==> config.mk <==
export PLATFORM = sky130hd
export DESIGN_NAME = roi_mean_relative_flow
export DESIGN_NICKNAME = d
export VERILOG_FILES = /design/src/rmrf_pkg.sv /design/src/roi_mean_relative_flow.sv /design/src/rmrf_div.sv /design/src/rmrf_dp.sv /design/src/rmrf_ctrl.sv
export SDC_FILE = /design/constraint.sdc
export NUM_CORES = 1
export LEC_CHECK = 0
export ABC_AREA = 0
export ABC_CLOCK_PERIOD_IN_PS = 8200
export BUFFER_PORTS_ARGS = -buffer_cell sky130_fd_sc_hd__buf_2
export CAP_MARGIN = 25
export CORE_UTILIZATION = 40
export CTS_BUF_LIST = sky130_fd_sc_hd__clkbuf_8
export CTS_CLUSTER_DIAMETER = 30
export CTS_CLUSTER_SIZE = 16
export DETAILED_ROUTE_END_ITERATION = 8
export GPL_TIMING_DRIVEN = 0
export PLACE_DENSITY = 0.56
export SLEW_MARGIN = 40
export SYNTH_ARGS = -nofsm -noshare
export SYNTH_HDL_FRONTEND = slang
export SYNTH_SLANG_ARGS = --single-unit
==> constraint.sdc <==
create_clock -name clk_i -period 8.2 [get_ports clk_i]
set_clock_uncertainty 0.1 [all_clocks]
set_input_delay 2.46 -clock clk_i [delete_from_list [all_inputs] [get_ports clk_i]]
set_output_delay 2.46 -clock clk_i [all_outputs]
set_load 0.01 [all_outputs]
==> src/rmrf_pkg.sv <==
// ----------------------------------------------------------------------------
// rmrf_pkg
// Shared widths, types and register indexes of the ROI mean and relative flow
// block.
// ----------------------------------------------------------------------------
`default_nettype none

package rmrf_pkg;

  // Pixel coordinate width and region count width.
  localparam int COORD_BITS = 12;
  localparam int COUNT_BITS = 24;

  localparam int SAMPLE_W  = 16;
  localparam int VALUE_W   = 16;
  localparam int CNT_W     = COUNT_BITS + 1;
  localparam int SUM_W     = SAMPLE_W + COUNT_BITS;
  localparam int SQ_W      = 2 * VALUE_W;
  localparam int FLOW_SH   = 8;
  localparam int CFG_DATA_W = (COORD_BITS > VALUE_W) ? COORD_BITS : VALUE_W;
  localparam int CFG_IDX_W = 3;

  // Shared divider: wide enough for both the mean and the flow division.
  localparam int MEAN_NUM_W = SUM_W + 1;
  localparam int FLOW_NUM_W = SQ_W + FLOW_SH + 1;
  localparam int NUM_W = (MEAN_NUM_W > FLOW_NUM_W) ? MEAN_NUM_W : FLOW_NUM_W;
  localparam int DEN_W = (CNT_W > SQ_W) ? CNT_W : SQ_W;
  localparam int DIV_CNT_W = $clog2(NUM_W);

  // Stream payload widths, rounded up to whole bytes.
  localparam int S_DATA_W = ((SAMPLE_W + 2 * COORD_BITS + 7) / 8) * 8;
  localparam int M_RAW_W  = 2 * VALUE_W + CNT_W + 1;
  localparam int M_DATA_W = ((M_RAW_W + 7) / 8) * 8;

  typedef logic [COORD_BITS-1:0] coord_t;
  typedef logic [SUM_W-1:0]      sum_t;
  typedef logic [CNT_W-1:0]      cnt_t;
  typedef logic [SQ_W-1:0]       sq_t;
  typedef logic [NUM_W-1:0]      num_t;
  typedef logic [DEN_W-1:0]      den_t;
  typedef logic [DEN_W:0]        rem_t;
  typedef logic [DIV_CNT_W-1:0]  div_cnt_t;
  typedef logic [M_DATA_W-1:0]   m_data_t;

  // Configuration register indexes.
  typedef enum logic [CFG_IDX_W-1:0] {
    CFG_ROI_MODE       = 3'd0,
    CFG_RECT_X_FIRST   = 3'd1,
    CFG_RECT_Y_FIRST   = 3'd2,
    CFG_RECT_X_FINAL   = 3'd3,
    CFG_RECT_Y_FINAL   = 3'd4,
    CFG_BASELINE       = 3'd5,
    CFG_BASE_FROM_FIRST = 3'd6
  } cfg_reg_e;

  // Commands from the controller to the datapath.
  typedef struct packed {
    logic pix_accept;
    logic pix_last;
    logic mean_start;
    logic mean_take;
    logic sq_base;
    logic sq_mean;
    logic flow_start;
    logic flow_take;
    logic load_out;
  } cmd_t;

  // Status from the datapath to the controller.
  typedef struct packed {
    logic div_done;
    logic count_zero;
    logic mean_zero;
    logic out_free;
  } status_t;

endpackage

`default_nettype wire

==> src/roi_mean_relative_flow.sv <==
// ----------------------------------------------------------------------------
// roi_mean_relative_flow
// Region-of-interest mean contrast and relative flow of a speckle frame.
// ----------------------------------------------------------------------------
// Pixels stream in at one transfer per cycle while a frame is in progress;
// each one in the region (an inclusive rectangle, or the pixels whose mask
// bit is set) adds to a running sum and count. The transfer that carries
// tlast closes the frame: the input then stalls (s_axis_tready low) while a
// shared one-bit-per-cycle divider first forms the rounded mean and then the
// relative flow, baseline squared over mean squared in Q8.8. The dividend is
// 41 bits wide, and the divisions are skipped when the region is empty or
// the mean is zero; the sequence also waits for the result register to be
// free. The result stays in an output register until taken, and pixels of
// the next frame are accepted while it waits. The baseline is either the
// baseline register or the mean of the first frame after arming.
// ----------------------------------------------------------------------------
`default_nettype none

module roi_mean_relative_flow (
  input  wire logic                              clk_i,
  input  wire logic                              rst_ni,
  // Configuration write port.
  input  wire logic                              cfg_we_i,
  input  wire logic [rmrf_pkg::CFG_IDX_W-1:0]    cfg_idx_i,
  input  wire logic [rmrf_pkg::CFG_DATA_W-1:0]   cfg_data_i,
  // Pixel stream.
  input  wire logic                              s_axis_tvalid,
  output logic                                   s_axis_tready,
  // tdata, lowest bit up: sample, col, row, zero fill.
  input  wire logic [rmrf_pkg::S_DATA_W-1:0]     s_axis_tdata,
  // tuser: in_mask.
  input  wire logic                              s_axis_tuser,
  // tlast: frame_end.
  input  wire logic                              s_axis_tlast,
  // Result stream.
  output logic                                   m_axis_tvalid,
  input  wire logic                              m_axis_tready,
  // tdata, lowest bit up: mean_value, relative_flow, pixel_count,
  // flow_saturated, zero fill.
  output rmrf_pkg::m_data_t                      m_axis_tdata
);

  rmrf_pkg::cmd_t                 cmd;
  rmrf_pkg::status_t              status;
  logic [rmrf_pkg::SAMPLE_W-1:0]  sample;
  rmrf_pkg::coord_t               col, row;
  logic [rmrf_pkg::VALUE_W-1:0]   mean_value, relative_flow;
  rmrf_pkg::cnt_t                 pixel_count;
  logic                           flow_saturated;

  // Unpack the pixel fields from the stream word.
  assign sample = s_axis_tdata[rmrf_pkg::SAMPLE_W-1:0];
  assign col    = s_axis_tdata[rmrf_pkg::SAMPLE_W +: rmrf_pkg::COORD_BITS];
  assign row    = s_axis_tdata[rmrf_pkg::SAMPLE_W + rmrf_pkg::COORD_BITS +:
                               rmrf_pkg::COORD_BITS];

  rmrf_ctrl u_ctrl (
    .clk_i     (clk_i),
    .rst_ni    (rst_ni),
    .s_valid_i (s_axis_tvalid),
    .s_last_i  (s_axis_tlast),
    .s_ready_o (s_axis_tready),
    .status_i  (status),
    .cmd_o     (cmd)
  );

  rmrf_dp u_dp (
    .clk_i            (clk_i),
    .rst_ni           (rst_ni),
    .cfg_we_i         (cfg_we_i),
    .cfg_idx_i        (cfg_idx_i),
    .cfg_data_i       (cfg_data_i),
    .sample_i         (sample),
    .col_i            (col),
    .row_i            (row),
    .in_mask_i        (s_axis_tuser),
    .cmd_i            (cmd),
    .status_o         (status),
    .m_ready_i        (m_axis_tready),
    .m_valid_o        (m_axis_tvalid),
    .mean_value_o     (mean_value),
    .relative_flow_o  (relative_flow),
    .pixel_count_o    (pixel_count),
    .flow_saturated_o (flow_saturated)
  );

  // Pack the result fields, zero-filled to whole bytes.
  assign m_axis_tdata = rmrf_pkg::m_data_t'({flow_saturated, pixel_count,
                                             relative_flow, mean_value});

endmodule

`default_nettype wire

==> src/rmrf_div.sv <==
// ----------------------------------------------------------------------------
// rmrf_div
// Restoring radix-2 divider, one quotient bit per cycle, shared by the mean
// and the relative flow division.
// ----------------------------------------------------------------------------
`default_nettype none

module rmrf_div (
  input  wire logic          clk_i,
  input  wire logic          rst_ni,
  input  wire logic          start_i,
  input  wire rmrf_pkg::num_t num_i,
  input  wire rmrf_pkg::den_t den_i,
  output logic               done_o,
  output rmrf_pkg::num_t     quo_o
);

  logic               busy_q;
  logic               done_q;
  rmrf_pkg::div_cnt_t cnt_q;
  rmrf_pkg::num_t     nq_q, nq_d;
  rmrf_pkg::rem_t     rem_q, rem_d;
  rmrf_pkg::den_t     den_q;
  rmrf_pkg::rem_t     rem_sh;
  logic               ge;

  // The dividend shifts out at the top while quotient bits shift in below.
  always_comb begin
    rem_sh = {rem_q[rmrf_pkg::DEN_W-1:0], nq_q[rmrf_pkg::NUM_W-1]};
    ge     = rem_sh >= {1'b0, den_q};
    rem_d  = ge ? (rem_sh - {1'b0, den_q}) : rem_sh;
    nq_d   = {nq_q[rmrf_pkg::NUM_W-2:0], ge};
  end

  always_ff @(posedge clk_i or negedge rst_ni) begin
    if (!rst_ni) begin
      busy_q <= 1'b0;
      done_q <= 1'b0;
      cnt_q  <= '0;
    end else begin
      done_q <= 1'b0;
      if (start_i) begin
        busy_q <= 1'b1;
        cnt_q  <= '0;
      end else if (busy_q) begin
        cnt_q <= cnt_q + 1'b1;
        if (cnt_q == rmrf_pkg::div_cnt_t'(rmrf_pkg::NUM_W - 1)) begin
          busy_q <= 1'b0;
          done_q <= 1'b1;
        end
      end
    end
  end

  always_ff @(posedge clk_i) begin
    if (start_i) begin
      nq_q  <= num_i;
      rem_q <= '0;
      den_q <= den_i;
    end else if (busy_q) begin
      nq_q  <= nq_d;
      rem_q <= rem_d;
    end
  end

  assign done_o = done_q;
  assign quo_o  = nq_q;

  a_no_restart : assert property (@(posedge clk_i) disable iff (!rst_ni)
    start_i |-> !busy_q)
    else $error("divider restarted while a division is in progress");

  a_done_after_busy : assert property (@(posedge clk_i) disable iff (!rst_ni)
    done_q |-> $past(busy_q))
    else $error("divider done without a preceding division");

endmodule

`default_nettype wire

==> src/rmrf_dp.sv <==
// ----------------------------------------------------------------------------
// rmrf_dp
// Datapath: configuration registers, region accumulators, baseline latch,
// squaring multiplier, shared divider and the result register.
// ----------------------------------------------------------------------------
`default_nettype none

module rmrf_dp (
  input  wire logic                              clk_i,
  input  wire logic                              rst_ni,
  input  wire logic                              cfg_we_i,
  input  wire logic [rmrf_pkg::CFG_IDX_W-1:0]    cfg_idx_i,
  input  wire logic [rmrf_pkg::CFG_DATA_W-1:0]   cfg_data_i,
  input  wire logic [rmrf_pkg::SAMPLE_W-1:0]     sample_i,
  input  wire rmrf_pkg::coord_t                  col_i,
  input  wire rmrf_pkg::coord_t                  row_i,
  input  wire logic                              in_mask_i,
  input  wire rmrf_pkg::cmd_t                    cmd_i,
  output rmrf_pkg::status_t                      status_o,
  input  wire logic                              m_ready_i,
  output logic                                   m_valid_o,
  output logic [rmrf_pkg::VALUE_W-1:0]           mean_value_o,
  output logic [rmrf_pkg::VALUE_W-1:0]           relative_flow_o,
  output rmrf_pkg::cnt_t                         pixel_count_o,
  output logic                                   flow_saturated_o
);

  // Configuration registers.
  logic                              roi_mode_q;
  rmrf_pkg::coord_t                  x_first_q, y_first_q, x_final_q, y_final_q;
  logic [rmrf_pkg::VALUE_W-1:0]      base_set_q;
  logic                              from_first_q;

  // Accumulators and baseline latch.
  rmrf_pkg::sum_t                    sum_q, sum_new;
  rmrf_pkg::cnt_t                    count_q, count_new;
  logic [rmrf_pkg::VALUE_W-1:0]      latched_q;
  logic                              pending_q;

  // Frame-end working registers.
  rmrf_pkg::sum_t                    sum_snap_q;
  rmrf_pkg::cnt_t                    count_snap_q;
  logic [rmrf_pkg::VALUE_W-1:0]      mean_q, flow_q, base;
  logic                              sat_q;
  rmrf_pkg::sq_t                     bsq_q, msq_q, product;
  logic [rmrf_pkg::VALUE_W-1:0]      sq_in;

  // Divider hookup.
  logic                              div_start, div_done;
  rmrf_pkg::num_t                    div_num, div_quo, mean_num, flow_num;
  rmrf_pkg::den_t                    div_den;
  logic                              quo_over;

  // Result register.
  logic                              out_valid_q;
  logic [rmrf_pkg::VALUE_W-1:0]      out_mean_q, out_flow_q;
  rmrf_pkg::cnt_t                    out_count_q;
  logic                              out_sat_q;

  logic rect_hit, hit, take, count_zero, mean_zero, out_free;

  always_comb begin
    rect_hit = (col_i >= x_first_q) && (col_i <= x_final_q) &&
               (row_i >= y_first_q) && (row_i <= y_final_q);
    hit      = roi_mode_q ? in_mask_i : rect_hit;
    // A full count freezes both accumulators for the rest of the frame.
    take      = hit && !count_q[rmrf_pkg::COUNT_BITS];
    sum_new   = take ? (sum_q + rmrf_pkg::sum_t'(sample_i)) : sum_q;
    count_new = take ? (count_q + 1'b1) : count_q;
  end

  always_ff @(posedge clk_i or negedge rst_ni) begin
    if (!rst_ni) begin
      roi_mode_q   <= 1'b0;
      x_first_q    <= '0;
      y_first_q    <= '0;
      x_final_q    <= '1;
      y_final_q    <= '1;
      base_set_q   <= '0;
      from_first_q <= 1'b0;
    end else if (cfg_we_i) begin
      case (cfg_idx_i)
        rmrf_pkg::CFG_ROI_MODE:     roi_mode_q <= cfg_data_i[0];
        rmrf_pkg::CFG_RECT_X_FIRST: x_first_q  <= cfg_data_i[rmrf_pkg::COORD_BITS-1:0];
        rmrf_pkg::CFG_RECT_Y_FIRST: y_first_q  <= cfg_data_i[rmrf_pkg::COORD_BITS-1:0];
        rmrf_pkg::CFG_RECT_X_FINAL: x_final_q  <= cfg_data_i[rmrf_pkg::COORD_BITS-1:0];
        rmrf_pkg::CFG_RECT_Y_FINAL: y_final_q  <= cfg_data_i[rmrf_pkg::COORD_BITS-1:0];
        rmrf_pkg::CFG_BASELINE:     base_set_q <= cfg_data_i[rmrf_pkg::VALUE_W-1:0];
        rmrf_pkg::CFG_BASE_FROM_FIRST: from_first_q <= cfg_data_i[0];
        default: ;
      endcase
    end
  end

  // Accumulators, cleared after the frame's last pixel is snapshotted.
  always_ff @(posedge clk_i or negedge rst_ni) begin
    if (!rst_ni) begin
      sum_q   <= '0;
      count_q <= '0;
    end else if (cmd_i.pix_accept) begin
      if (cmd_i.pix_last) begin
        sum_q   <= '0;
        count_q <= '0;
      end else begin
        sum_q   <= sum_new;
        count_q <= count_new;
      end
    end
  end

  always_ff @(posedge clk_i) begin
    if (cmd_i.pix_accept && cmd_i.pix_last) begin
      sum_snap_q   <= sum_new;
      count_snap_q <= count_new;
    end
  end

  // While pending, the baseline is the mean that is being latched now.
  always_comb begin
    if (from_first_q) begin
      base = pending_q ? mean_q : latched_q;
    end else begin
      base = base_set_q;
    end
    sq_in   = cmd_i.sq_mean ? mean_q : base;
    product = sq_in * sq_in;
  end

  always_ff @(posedge clk_i or negedge rst_ni) begin
    if (!rst_ni) begin
      latched_q <= '0;
      pending_q <= 1'b1;
    end else begin
      if (cfg_we_i && (cfg_idx_i == rmrf_pkg::CFG_BASE_FROM_FIRST) && cfg_data_i[0]) begin
        pending_q <= 1'b1;
      end else if (cmd_i.sq_base && from_first_q && pending_q) begin
        latched_q <= mean_q;
        pending_q <= 1'b0;
      end
    end
  end

  always_comb begin
    count_zero = (count_snap_q == '0);
    mean_zero  = (mean_q == '0);
    // Round half up: add half the divisor to the dividend.
    mean_num   = rmrf_pkg::num_t'(sum_snap_q) +
                 rmrf_pkg::num_t'(count_snap_q[rmrf_pkg::CNT_W-1:1]);
    flow_num   = rmrf_pkg::num_t'({bsq_q, {rmrf_pkg::FLOW_SH{1'b0}}}) +
                 rmrf_pkg::num_t'(msq_q[rmrf_pkg::SQ_W-1:1]);
    div_num    = cmd_i.flow_start ? flow_num : mean_num;
    div_den    = cmd_i.flow_start ? rmrf_pkg::den_t'(msq_q) :
                                    rmrf_pkg::den_t'(count_snap_q);
    div_start  = (cmd_i.mean_start && !count_zero) || (cmd_i.flow_start && !mean_zero);
    quo_over   = |div_quo[rmrf_pkg::NUM_W-1:rmrf_pkg::VALUE_W];
  end

  rmrf_div u_div (
    .clk_i   (clk_i),
    .rst_ni  (rst_ni),
    .start_i (div_start),
    .num_i   (div_num),
    .den_i   (div_den),
    .done_o  (div_done),
    .quo_o   (div_quo)
  );

  always_ff @(posedge clk_i) begin
    if (cmd_i.mean_start && count_zero) begin
      mean_q <= '0;
    end else if (cmd_i.mean_take) begin
      mean_q <= quo_over ? '1 : div_quo[rmrf_pkg::VALUE_W-1:0];
    end
    if (cmd_i.sq_base) begin
      bsq_q <= product;
    end
    if (cmd_i.sq_mean) begin
      msq_q <= product;
    end
    if (cmd_i.flow_start && mean_zero) begin
      flow_q <= '0;
      sat_q  <= 1'b0;
    end else if (cmd_i.flow_take) begin
      flow_q <= quo_over ? '1 : div_quo[rmrf_pkg::VALUE_W-1:0];
      sat_q  <= quo_over;
    end
  end

  assign out_free = !out_valid_q || m_ready_i;

  always_ff @(posedge clk_i or negedge rst_ni) begin
    if (!rst_ni) begin
      out_valid_q <= 1'b0;
    end else if (cmd_i.load_out) begin
      out_valid_q <= 1'b1;
    end else if (m_ready_i) begin
      out_valid_q <= 1'b0;
    end
  end

  always_ff @(posedge clk_i) begin
    if (cmd_i.load_out) begin
      out_mean_q  <= mean_q;
      out_flow_q  <= flow_q;
      out_count_q <= count_snap_q;
      out_sat_q   <= sat_q;
    end
  end

  assign status_o = '{div_done: div_done, count_zero: count_zero,
                      mean_zero: mean_zero, out_free: out_free};

  assign m_valid_o        = out_valid_q;
  assign mean_value_o     = out_mean_q;
  assign relative_flow_o  = out_flow_q;
  assign pixel_count_o    = out_count_q;
  assign flow_saturated_o = out_sat_q;

  a_count_limit : assert property (@(posedge clk_i) disable iff (!rst_ni)
    count_q[rmrf_pkg::COUNT_BITS] |-> (count_q[rmrf_pkg::COUNT_BITS-1:0] == '0))
    else $error("region count ran past its limit");

  a_load_shows : assert property (@(posedge clk_i) disable iff (!rst_ni)
    cmd_i.load_out |=> out_valid_q)
    else $error("loaded result not presented");

  a_sat_max : assert property (@(posedge clk_i) disable iff (!rst_ni)
    (out_valid_q && out_sat_q) |-> (out_flow_q == '1))
    else $error("saturated flow is not at its maximum");

endmodule

`default_nettype wire

==> src/rmrf_ctrl.sv <==
// ----------------------------------------------------------------------------
// rmrf_ctrl
// Controller: accepts pixels and sequences the frame-end computation.
// ----------------------------------------------------------------------------
`default_nettype none

module rmrf_ctrl (
  input  wire logic              clk_i,
  input  wire logic              rst_ni,
  input  wire logic              s_valid_i,
  input  wire logic              s_last_i,
  output logic                   s_ready_o,
  input  wire rmrf_pkg::status_t status_i,
  output rmrf_pkg::cmd_t         cmd_o
);

  typedef enum logic [7:0] {
    ST_ACCUM      = 8'b0000_0001,
    ST_MEAN_START = 8'b0000_0010,
    ST_MEAN_WAIT  = 8'b0000_0100,
    ST_BASE_SQ    = 8'b0000_1000,
    ST_MEAN_SQ    = 8'b0001_0000,
    ST_FLOW_START = 8'b0010_0000,
    ST_FLOW_WAIT  = 8'b0100_0000,
    ST_EMIT       = 8'b1000_0000
  } state_e;

  state_e state_q, state_d;

  always_comb begin
    state_d   = state_q;
    cmd_o     = '0;
    s_ready_o = 1'b0;
    case (state_q)
      ST_ACCUM: begin
        s_ready_o        = 1'b1;
        cmd_o.pix_accept = s_valid_i;
        cmd_o.pix_last   = s_valid_i && s_last_i;
        if (s_valid_i && s_last_i) begin
          state_d = ST_MEAN_START;
        end
      end
      ST_MEAN_START: begin
        cmd_o.mean_start = 1'b1;
        state_d = status_i.count_zero ? ST_BASE_SQ : ST_MEAN_WAIT;
      end
      ST_MEAN_WAIT: begin
        if (status_i.div_done) begin
          cmd_o.mean_take = 1'b1;
          state_d = ST_BASE_SQ;
        end
      end
      ST_BASE_SQ: begin
        cmd_o.sq_base = 1'b1;
        state_d = ST_MEAN_SQ;
      end
      ST_MEAN_SQ: begin
        cmd_o.sq_mean = 1'b1;
        state_d = ST_FLOW_START;
      end
      ST_FLOW_START: begin
        cmd_o.flow_start = 1'b1;
        state_d = status_i.mean_zero ? ST_EMIT : ST_FLOW_WAIT;
      end
      ST_FLOW_WAIT: begin
        if (status_i.div_done) begin
          cmd_o.flow_take = 1'b1;
          state_d = ST_EMIT;
        end
      end
      ST_EMIT: begin
        if (status_i.out_free) begin
          cmd_o.load_out = 1'b1;
          state_d = ST_ACCUM;
        end
      end
      default: begin
        state_d = ST_ACCUM;
      end
    endcase
  end

  always_ff @(posedge clk_i or negedge rst_ni) begin
    if (!rst_ni) begin
      state_q <= ST_ACCUM;
    end else begin
      state_q <= state_d;
    end
  end

  a_done_in_wait : assert property (@(posedge clk_i) disable iff (!rst_ni)
    status_i.div_done |-> ((state_q == ST_MEAN_WAIT) || (state_q == ST_FLOW_WAIT)))
    else $error("division finished outside a wait state");

endmodule

`default_nettype wire
; ---- Word-level counts from Yosys, hierarchy flattened
; Cells that the tools add are included.
[word_totals]
elab_cells = 143
output_inout_bits = 66
input_bits = 66
ff_bits = 490
[classes]
muxes = 44
eq_ne = 19
bitwise_logic = 1
reduce_logical = 36
n_lt_le_gt_ge = 5
addsub = 6
multipliers = 1
[ops]
columns = operator, count
row1 = $mux 41, 3
row2 = $mux 40, 2
row3 = $mux 25, 3
row4 = $mux 16, 4
row5 = $pmux 8 s8, 1
row6 = $add 40x24->41, 1
row7 = $add 40x31->41, 1
row8 = $add 40x16->40, 1
row9 = $mux 8, 5
row10 = $ge 33x32->1, 1
row11 = $mul 16x16->32, 1
row12 = $mux 32, 1
row13 = $sub 32x32->32, 1
row14 = $add 25x1->25 const B, 1
row15 = $logic_not 25->1, 1
row16 = $reduce_or 25->1, 1
row17 = $ge 12x12->1, 2
row18 = $le 12x12->1, 2
row19 = $mux 1, 21
row20 = $logic_not 16->1, 1
row21 = $reduce_and 2->1, 8
row22 = $logic_and 1x1->1, 14
row23 = $mux 6, 2
row24 = $eq 3x3->1 const B, 3
row25 = other kinds (21), 31

; ---- Longest topological paths before layout
; Gate-level depths: netlist of run 1.
[logic_depth]
ltp_word = 8
depth_mapped = 33
mapped_depth_nobuf = 31

; ---- Hierarchy
; From an unflattened synthesis of run 1, not the netlist that was laid out.
[hier_totals]
hier_cells = 3357
hier_area_um2 = 33875.0
[modules_own_cells]
columns = module, area_per_inst_um2, seq_area_each_um2, instances, cells_each
row1 = rmrf_dp, 26887.0, 9975.8, 1, 2665
row2 = rmrf_div, 6341.1, 3032.9, 1, 611
row3 = rmrf_ctrl, 590.6, 201.4, 1, 73
row4 = roi_mean_relative_flow, 56.3, 0.0, 1, 8

; ---- Worst setup path after synthesis of run 1
; OpenSTA, ideal clock, no wires.
[synth_timing]
path_kind = register to register
from = register u_ctrl.state_q[3]
to = register u_dp.bsq_q[30], data pin
synth_period_minus_slack_ns = 8.420
required_time_ns = 7.838
path_stages_with_launch = 33
setup_slack_ns = -0.220
setup_ns = 0.262
n_path_buf = 3
arrival_time_ns = 8.057
path_cell_list = dfrtp_1 or4_1 or3_4 nor3b_4 buf_4 buf_2 o22a_1 inv_1 nor2_1 inv_1 fa_1 inv_1 fa_1 inv_1 fa_1 inv_1 fa_1 fa_1 inv_1 fa_1 inv_1 ha_1 clkbuf_1 a21o_1 a21o_1 a21o_1 a21oi_1 o21ai_0 o311ai_1 a31oi_1 o21a_1 nor2_1 xnor2_1
[synth_via]
elab_chain_len = 4
[synth_lines]
columns = element, line_no
row1 = "start, declared", rmrf_ctrl.sv:28  ; state_e state_q, state_d;
row2 = "start signal, assigned", rmrf_ctrl.sv:87  ; state_q <= state_d;
row3 = $eq 8x5->1, rmrf_ctrl.sv:34  ; case (state_q)
row4 = $mux 1, rmrf_ctrl.sv:34
row5 = $mux 16, rmrf_dp.sv:125  ; sq_in = cmd_i.sq_mean ? mean_q : base;
row6 = $mul 16x16->32, rmrf_dp.sv:126  ; product = sq_in * sq_in;
row7 = named net u_dp.product[30], rmrf_dp.sv:45  ; rmrf_pkg::sq_t bsq_q, msq_q, product;
row8 = "end signal, assigned", rmrf_dp.sv:175  ; bsq_q <= product;
row9 = "end, declared", rmrf_dp.sv:45
; The timed path passes the listed nets, and every way through them passes these cells.
; A chain may end at the register's enable or synchronous reset.

; ---- Worst setup path in the final report of run 1
[layout_timing]
from = register u_ctrl.state_q[3]
to = register u_dp.msq_q[30], data pin
[layout_via]
elab_chain_len = 4
[layout_lines]
columns = element, line_no
row1 = $eq 8x5->1, rmrf_ctrl.sv:34
row2 = $mux 1, rmrf_ctrl.sv:34
row3 = $mux 16, rmrf_dp.sv:125
row4 = $mul 16x16->32, rmrf_dp.sv:126
row5 = named net u_dp.product[30], rmrf_dp.sv:45
row6 = "end signal, assigned", rmrf_dp.sv:178  ; msq_q <= product;
row7 = "end, declared", rmrf_dp.sv:45
; The timed path passes the listed nets, and every way through them passes these cells.

==> impl_metrics.tcl, run 1 <==
set metrics [dict create \
    status "finished, final reports clean" \
    route.vias.total 26700 \
    synth_warnings 0 \
    dieArea_sq_mm 0.0849 \
    maxCapViolations 0 \
    setup_violations 0 \
    path_class "flip-flop to flip-flop" \
    worstSkewPairLatency_ps 770 \
    slowest_stage "or4_4" \
    r2r_cells 32 \
    cp_common_cell "fa_1" \
    multi_input_area_sq_mm 0.0189 \
    io_pins 132 \
    synth-edff-count 258 \
    nNetsFinal 4202 \
    finalMaxSlewViolations 0 \
    chipHeight_microns 291 \
    drt_iter0_markers 2056 \
    cts-htree-levels 3 \
    crit_path_end_kind "flip-flop" \
    final_cells 4899 \
    worst_slew_pin_slew_ps 795 \
    final_common_cell "nand2_1" \
    whs_ps 331 \
    ys_seq_elements 488 \
    core_sq_mm 0.0825 \
    cts_tree "done" \
    cts_root_buf "clkbuf_8" \
    hp-start "u_dp.flow_q[15]" \
    gp_congestion 0.915 \
    clockBufferDepth 3 \
    seq_area_frac_synth_pct 39.5 \
    grt_max_degree 68 \
    hold_path_class "flip-flop to flip-flop" \
    dp_hpwl_microns 75200 \
    holdBufCountCts 0 \
    grt_pass1_vias 26500 \
    fin_crit_sh_pct 99.5 \
    fp.dieW_microns 291 \
    design_area_sq_mm 0.0400 \
    relSlewSlack_pct 47.0 \
    wl_per_cell_microns 20.4 \
    crit_fanout 6 \
    drt_first_pass_iters 5 \
    dr_wl_met2_microns 45600 \
    synthToLayoutAreaGrowth_pct 19.5 \
    syn_inst 3395 \
    crit_start "u_ctrl.state_q[3]" \
    rows 105 \
    nFillCells 7775 \
    numCtsBuffers 113 \
    track_usage_pct 23.5 \
    portBuffers 124 \
    ys_types 97 \
    syn-cell-area_sq_mm 0.0335 \
    ys.flop_type "edfxtp_1" \
    rsz0062_at_grt "true" \
    hold_viol 0 \
    drive_gt1_share_pct 18.5 \
    drt-total-wl_microns 99900 \
    holdPathStages 0 \
    wl_met1_microns 44700 \
    regArea_sq_mm 0.0132 \
    via_per_inst 5.44 \
    final_cell_mix "355 x nand2_1, 342 x inv_1, 281 x nor2_1, 258 x edfxtp_1, 231 x ha_1" \
    initial_core_util_pct 40.6 \
    worst_ep_arrival_time_ps 8520 \
    drc 0 \
    syn_area_per_cell_sq_um 9.86 \
    highest_layer "met4" \
    grt_overflow 0 \
    dp_cells 4609 \
    ant_nets 0 \
    wl_met3_microns 7500 \
    clkTransAtPathRegs_ps 60 \
    post_dp_cell_area_sq_mm 0.0357 \
    async_reset_ff_share_pct 33.8 \
    fin_crit_ps 8160 \
    timing.rr.start "u_ctrl.state_q[3]" \
    critPathMaxStageDelay_ps 550 \
    cts.sinks 488 \
    crit_required_ps 8560 \
    critPathLaunchType "flip-flop" \
    grt_pass1_wl_microns 155000 \
    clock.fmax_mhz 123 \
    antenna_found_initial 1 \
]
## sequential cells by signal, indices dropped and copies added (netlist names), 31 cells and up
signal,flops
u_dp.sum_snap_q,40
u_dp.u_div.den_q,32
u_dp.u_div.rem_q,32
u_dp.u_div.quo_o,41
u_dp.sum_q,40
u_dp.msq_q,31
u_dp.bsq_q,31
## worst paths after layout
check                                            to  slack (ps)
min                        u_dp.relative_flow_o[15]         330
min reg2reg                u_dp.relative_flow_o[15]         330
min in group asynchronous         u_dp.x_first_q[5]        1500
max in group asynchronous          u_dp.count_q[19]        5380
max reg2reg                          u_dp.msq_q[30]          40
max                                  u_dp.msq_q[30]          40
## critical path: cells and delay by family, from the launching register on
kind,cells,cell delay [ps]
fa+ha+maj,7,3220
compound gates,10,1780
simple gates,5,1330
buf+inv,9,910
flops,1,420
xor+xnor,1,90
## kinds of logic (layout without fill, tap and decap cells)
kind of cell | after synthesis | in the layout | synth area share, %
compound gates | 729 | 729 | 14.6
mux | 58 | 58 | 1.92
xor+xnor | 182 | 182 | 4.76
flops | 488 | 488 | 39.5
simple gates | 1027 | 1027 | 14.2
buf+inv | 499 | 925 | 5.91
fa+ha+maj | 411 | 411 | 19.1
other cells | 1 | 9 | 0.0112
## area by class of cell
| type | instances | area share [%] |
|---|---|---|
| Multi-Input combinational cell | 2413 | 47.3 |
| Clock inverter | 100 | 2.99 |
| Timing Repair Buffer | 212 | 3.95 |
| Sequential cell | 488 | 33.0 |
| Tap cell | 1070 | 3.35 |
| Inverter | 367 | 3.56 |
| Buffer | 130 | 1.83 |
| Clock buffer | 116 | 3.99 |
| Antenna cell | 3 | 0.0188 |
## through the flow
| stage | worst slack (ps) | setup TNS [ps] | util, % |
|---|---|---|---|
| global placement | -1310 | -21020 | 43.0 |
| finish | 40.3 | 0 | 48.5 |
| floorplan | 89.2 | 0 | - |
| detailed placement | -1410 | -23930 | 43.3 |
| global route | -136 | -859 | 48.5 |
| CTS | 1.61 | 0 | 48.0 |
## Yosys cell counts (all sizes together) (16+ instances only)
| cell | instances | area, sq um |
|---|---|---|
| nand4 | 36 | 225 |
| o21a | 19 | 144 |
| ha | 244 | 3050 |
| dfrtp | 139 | 3480 |
| nand2 | 372 | 1400 |
| mux2 | 50 | 563 |
| a22o | 23 | 201 |
| and2 | 29 | 181 |
| a211oi | 49 | 368 |
| xnor2 | 127 | 1110 |
| nor4 | 29 | 218 |
| a21o | 70 | 526 |
| dfstp | 26 | 683 |
| nand3 | 57 | 285 |
| xor2 | 55 | 482 |
| nor3 | 70 | 360 |
| fa | 167 | 3340 |
| dfxtp | 65 | 1300 |
| a41oi | 19 | 166 |
| edfxtp | 258 | 7750 |
| o21ai | 181 | 913 |
| clkbuf | 78 | 293 |
| nor3b | 16 | 154 |
| nand2b | 25 | 156 |
| inv | 365 | 1370 |
| nor2b | 17 | 106 |
| buf | 54 | 307 |
| a31oi | 52 | 332 |
| nor2 | 294 | 1110 |
| a21oi | 152 | 772 |
| and3 | 35 | 219 |
| o31ai | 34 | 269 |
## routing by layer
layer / GRT usage, % / vias up
met2: 37.4 / 872
met3: 5.23 / 140
li1: - / 12600
met4: 5.85 / 0
met5: 0 / -
met1: 32.5 / 13100
## repair_timing
action,4_1_cts,5_1_grt
setup buffers,46,23
cloned,4,0
endpoints found under the setup margin,36,14
pin swaps,57,81
gates resized for setup,125,73
Power of run 1 is not shown: default switching activity piles up to over one toggle a cycle in this logic, so the estimate is an artifact.
==> run 2, diff against run 1 <==
Settings changed: RECOVER_POWER from default to 100.
==> run 2 against run 1 <==
Effect of this change:
- the run now ends with capacitance limit, slew limit left
- non-clock buffer count stayed put
- via count is 0.21% lower
- utilization shrank 0.43 points
- count of clock-buffer cells in the layout unchanged
- critical endpoint unchanged
==> impl_metrics.tcl, run 2 (synthesized netlist as in run 1, its figures left out) <==
set metrics [dict create \
    endpoint "u_dp.msq_q[30]" \
    worst_slew_pin_slew_ps 3290 \
    status "finished with violations" \
    hold_viol 0 \
    drive_gt1_share_pct 15.9 \
    rrSetupSlack_ps 50 \
    nFillCells 7855 \
    drc 0 \
    synthToLayoutAreaGrowth_pct 18.4 \
    cts.sinks 488 \
    grt_pass1_vias 26500 \
    rows 105 \
    multi_input_area_sq_mm 0.0189 \
    via_per_inst 5.43 \
    cts_tree "done" \
    worst_ep_arrival_time_ps 8510 \
    dieArea_sq_mm 0.0849 \
    design_area_sq_mm 0.0396 \
    maxCapViolations 6 \
    relSlewSlack_pct -120 \
    final_cell_mix "355 x nand2_1, 343 x inv_1, 284 x nor2_1, 258 x edfxtp_1, 231 x ha_1" \
    fp.dieW_microns 291 \
    post_dp_cell_area_sq_mm 0.0357 \
    grt_max_degree 68 \
    clkTransAtPathRegs_ps 60 \
    cp_common_cell "fa_1" \
    clock.fmax_mhz 123 \
    crit_path_end_kind "flip-flop" \
    path_class "flip-flop to flip-flop" \
    crit_required_ps 8560 \
    worstSkewPairLatency_ps 770 \
    cp_top_family "adder cells" \
    nNetsFinal 4202 \
    regArea_sq_mm 0.0132 \
    dp_hpwl_microns 75200 \
    initial_core_util_pct 40.6 \
    fin_crit_sh_pct 99.4 \
    critPathLaunchType "flip-flop" \
    drt_iter0_markers 1984 \
    cts_root_buf "clkbuf_8" \
    crit_start "u_ctrl.state_q[3]" \
    clockBufferDepth 3 \
    drt_first_pass_iters 6 \
    cp.buffers_inverters 9 \
    violations "capacitance limit, slew limit" \
    ant_nets 0 \
    io_pins 132 \
    timing.rr.start "u_ctrl.state_q[3]" \
    setup_violations 0 \
    tns_ps 0 \
    drt-total-wl_microns 100000 \
    crit_fanout 6 \
    critPathMaxStageDelay_ps 550 \
    chipHeight_microns 291 \
    fin_crit_ps 8150 \
    finalMaxSlewViolations 239 \
    portBuffers 124 \
    gp_congestion 0.915 \
    cts-htree-levels 3 \
    hold_path_class "flip-flop to flip-flop" \
    grt_overflow 0 \
    core_sq_mm 0.0825 \
    largest_reg_flops 41 \
    track_usage_pct 23.5 \
    grt_pass1_wl_microns 155000 \
    final_common_cell "nand2_1" \
    r2r_cells 32 \
    rsz0062_at_grt "true" \
    r2r-end "u_dp.msq_q[30]" \
    route.vias.total 26600 \
    wl_per_cell_microns 20.4 \
    slowest_stage "or4_4" \
    numCtsBuffers 113 \
    crit_cells 32 \
    antenna_found_initial 1 \
]
## run 2: changes by cell type in the layout (fill, tap and decap cells not counted), moves of 3 or more
cell,before,now
and2_0,0,8
and2_1,29,21
buf_16,7,4
buf_2,149,79
buf_4,73,63
clkbuf_1,77,168
nor2_1,281,284
nor2_2,9,6
## run 2: stage by stage
stage                     std cells  hold WS (ps)  util [%]  setup WS [ps]
after detailed placement       4609           318      43.3          -1410
after CTS                      4874           312      48.0           1.61
final                          4898           331      48.1           46.1
after global routing           4897           331      48.1           -136
after floorplan                3400           309         -           89.2
after global placement         4594           317      43.0          -1310
## run 2: worst min path at each step
stage                    start                       end  slack [ps]  cells past startpoint
2_1_floorplan       u_dp.sat_q     u_dp.flow_saturated_o         310                      0
3_3_place_gp   u_dp.flow_q[15]  u_dp.relative_flow_o[15]         320                      0
3_5_place_dp   u_dp.flow_q[15]  u_dp.relative_flow_o[15]         320                      0
4_1_cts        u_dp.flow_q[14]  u_dp.relative_flow_o[14]         310                      0
5_1_grt        u_dp.flow_q[14]  u_dp.relative_flow_o[14]         330                      0
6_report       u_dp.flow_q[15]  u_dp.relative_flow_o[15]         330                      0
## run 2: cell type report
| class | count | area share [%] |
|---|---|---|
| multi-input cells | 2413 | 47.6 |
| flip-flops and latches | 488 | 33.3 |
| clock buffers | 116 | 4.03 |
| inverters | 367 | 3.59 |
| well taps | 1070 | 3.38 |
| repair buffers | 212 | 3.26 |
| clock inverters | 100 | 3.01 |
| plain buffers | 130 | 1.80 |
| diodes | 2 | 0.0126 |
## run 2: routing by layer
metal / GRT usage [%] / vias up / part of all wire (%)
met4: 5.85 / 0 / 2.1
met2: 37.4 / 815 / 46
met3: 5.23 / 146 / 7.2
li1: - / 12600 / -
met1: 32.5 / 13100 / 45
met5: 0 / - / 0
## run 2: worst register-to-register path: cells and delay by family (launching register included)
kind / cells / cell delay, ps
AND/OR/NAND/NOR: 5 / 1340
XOR/XNOR: 1 / 100
adder cells (fa/ha/maj): 7 / 3230
buffers and inverters: 9 / 910
AO/OA/AOI/OAI: 10 / 1780
flip-flops: 1 / 420
## run 2: repair_timing
item	CTS	global route
buffers inserted	46	23
gates cloned	4	0
endpoints found under the setup margin	36	14
hold buffers	0	0
gates resized for setup	125	73
pin swaps	57	81
Power of run 2 is left out for the same reason.
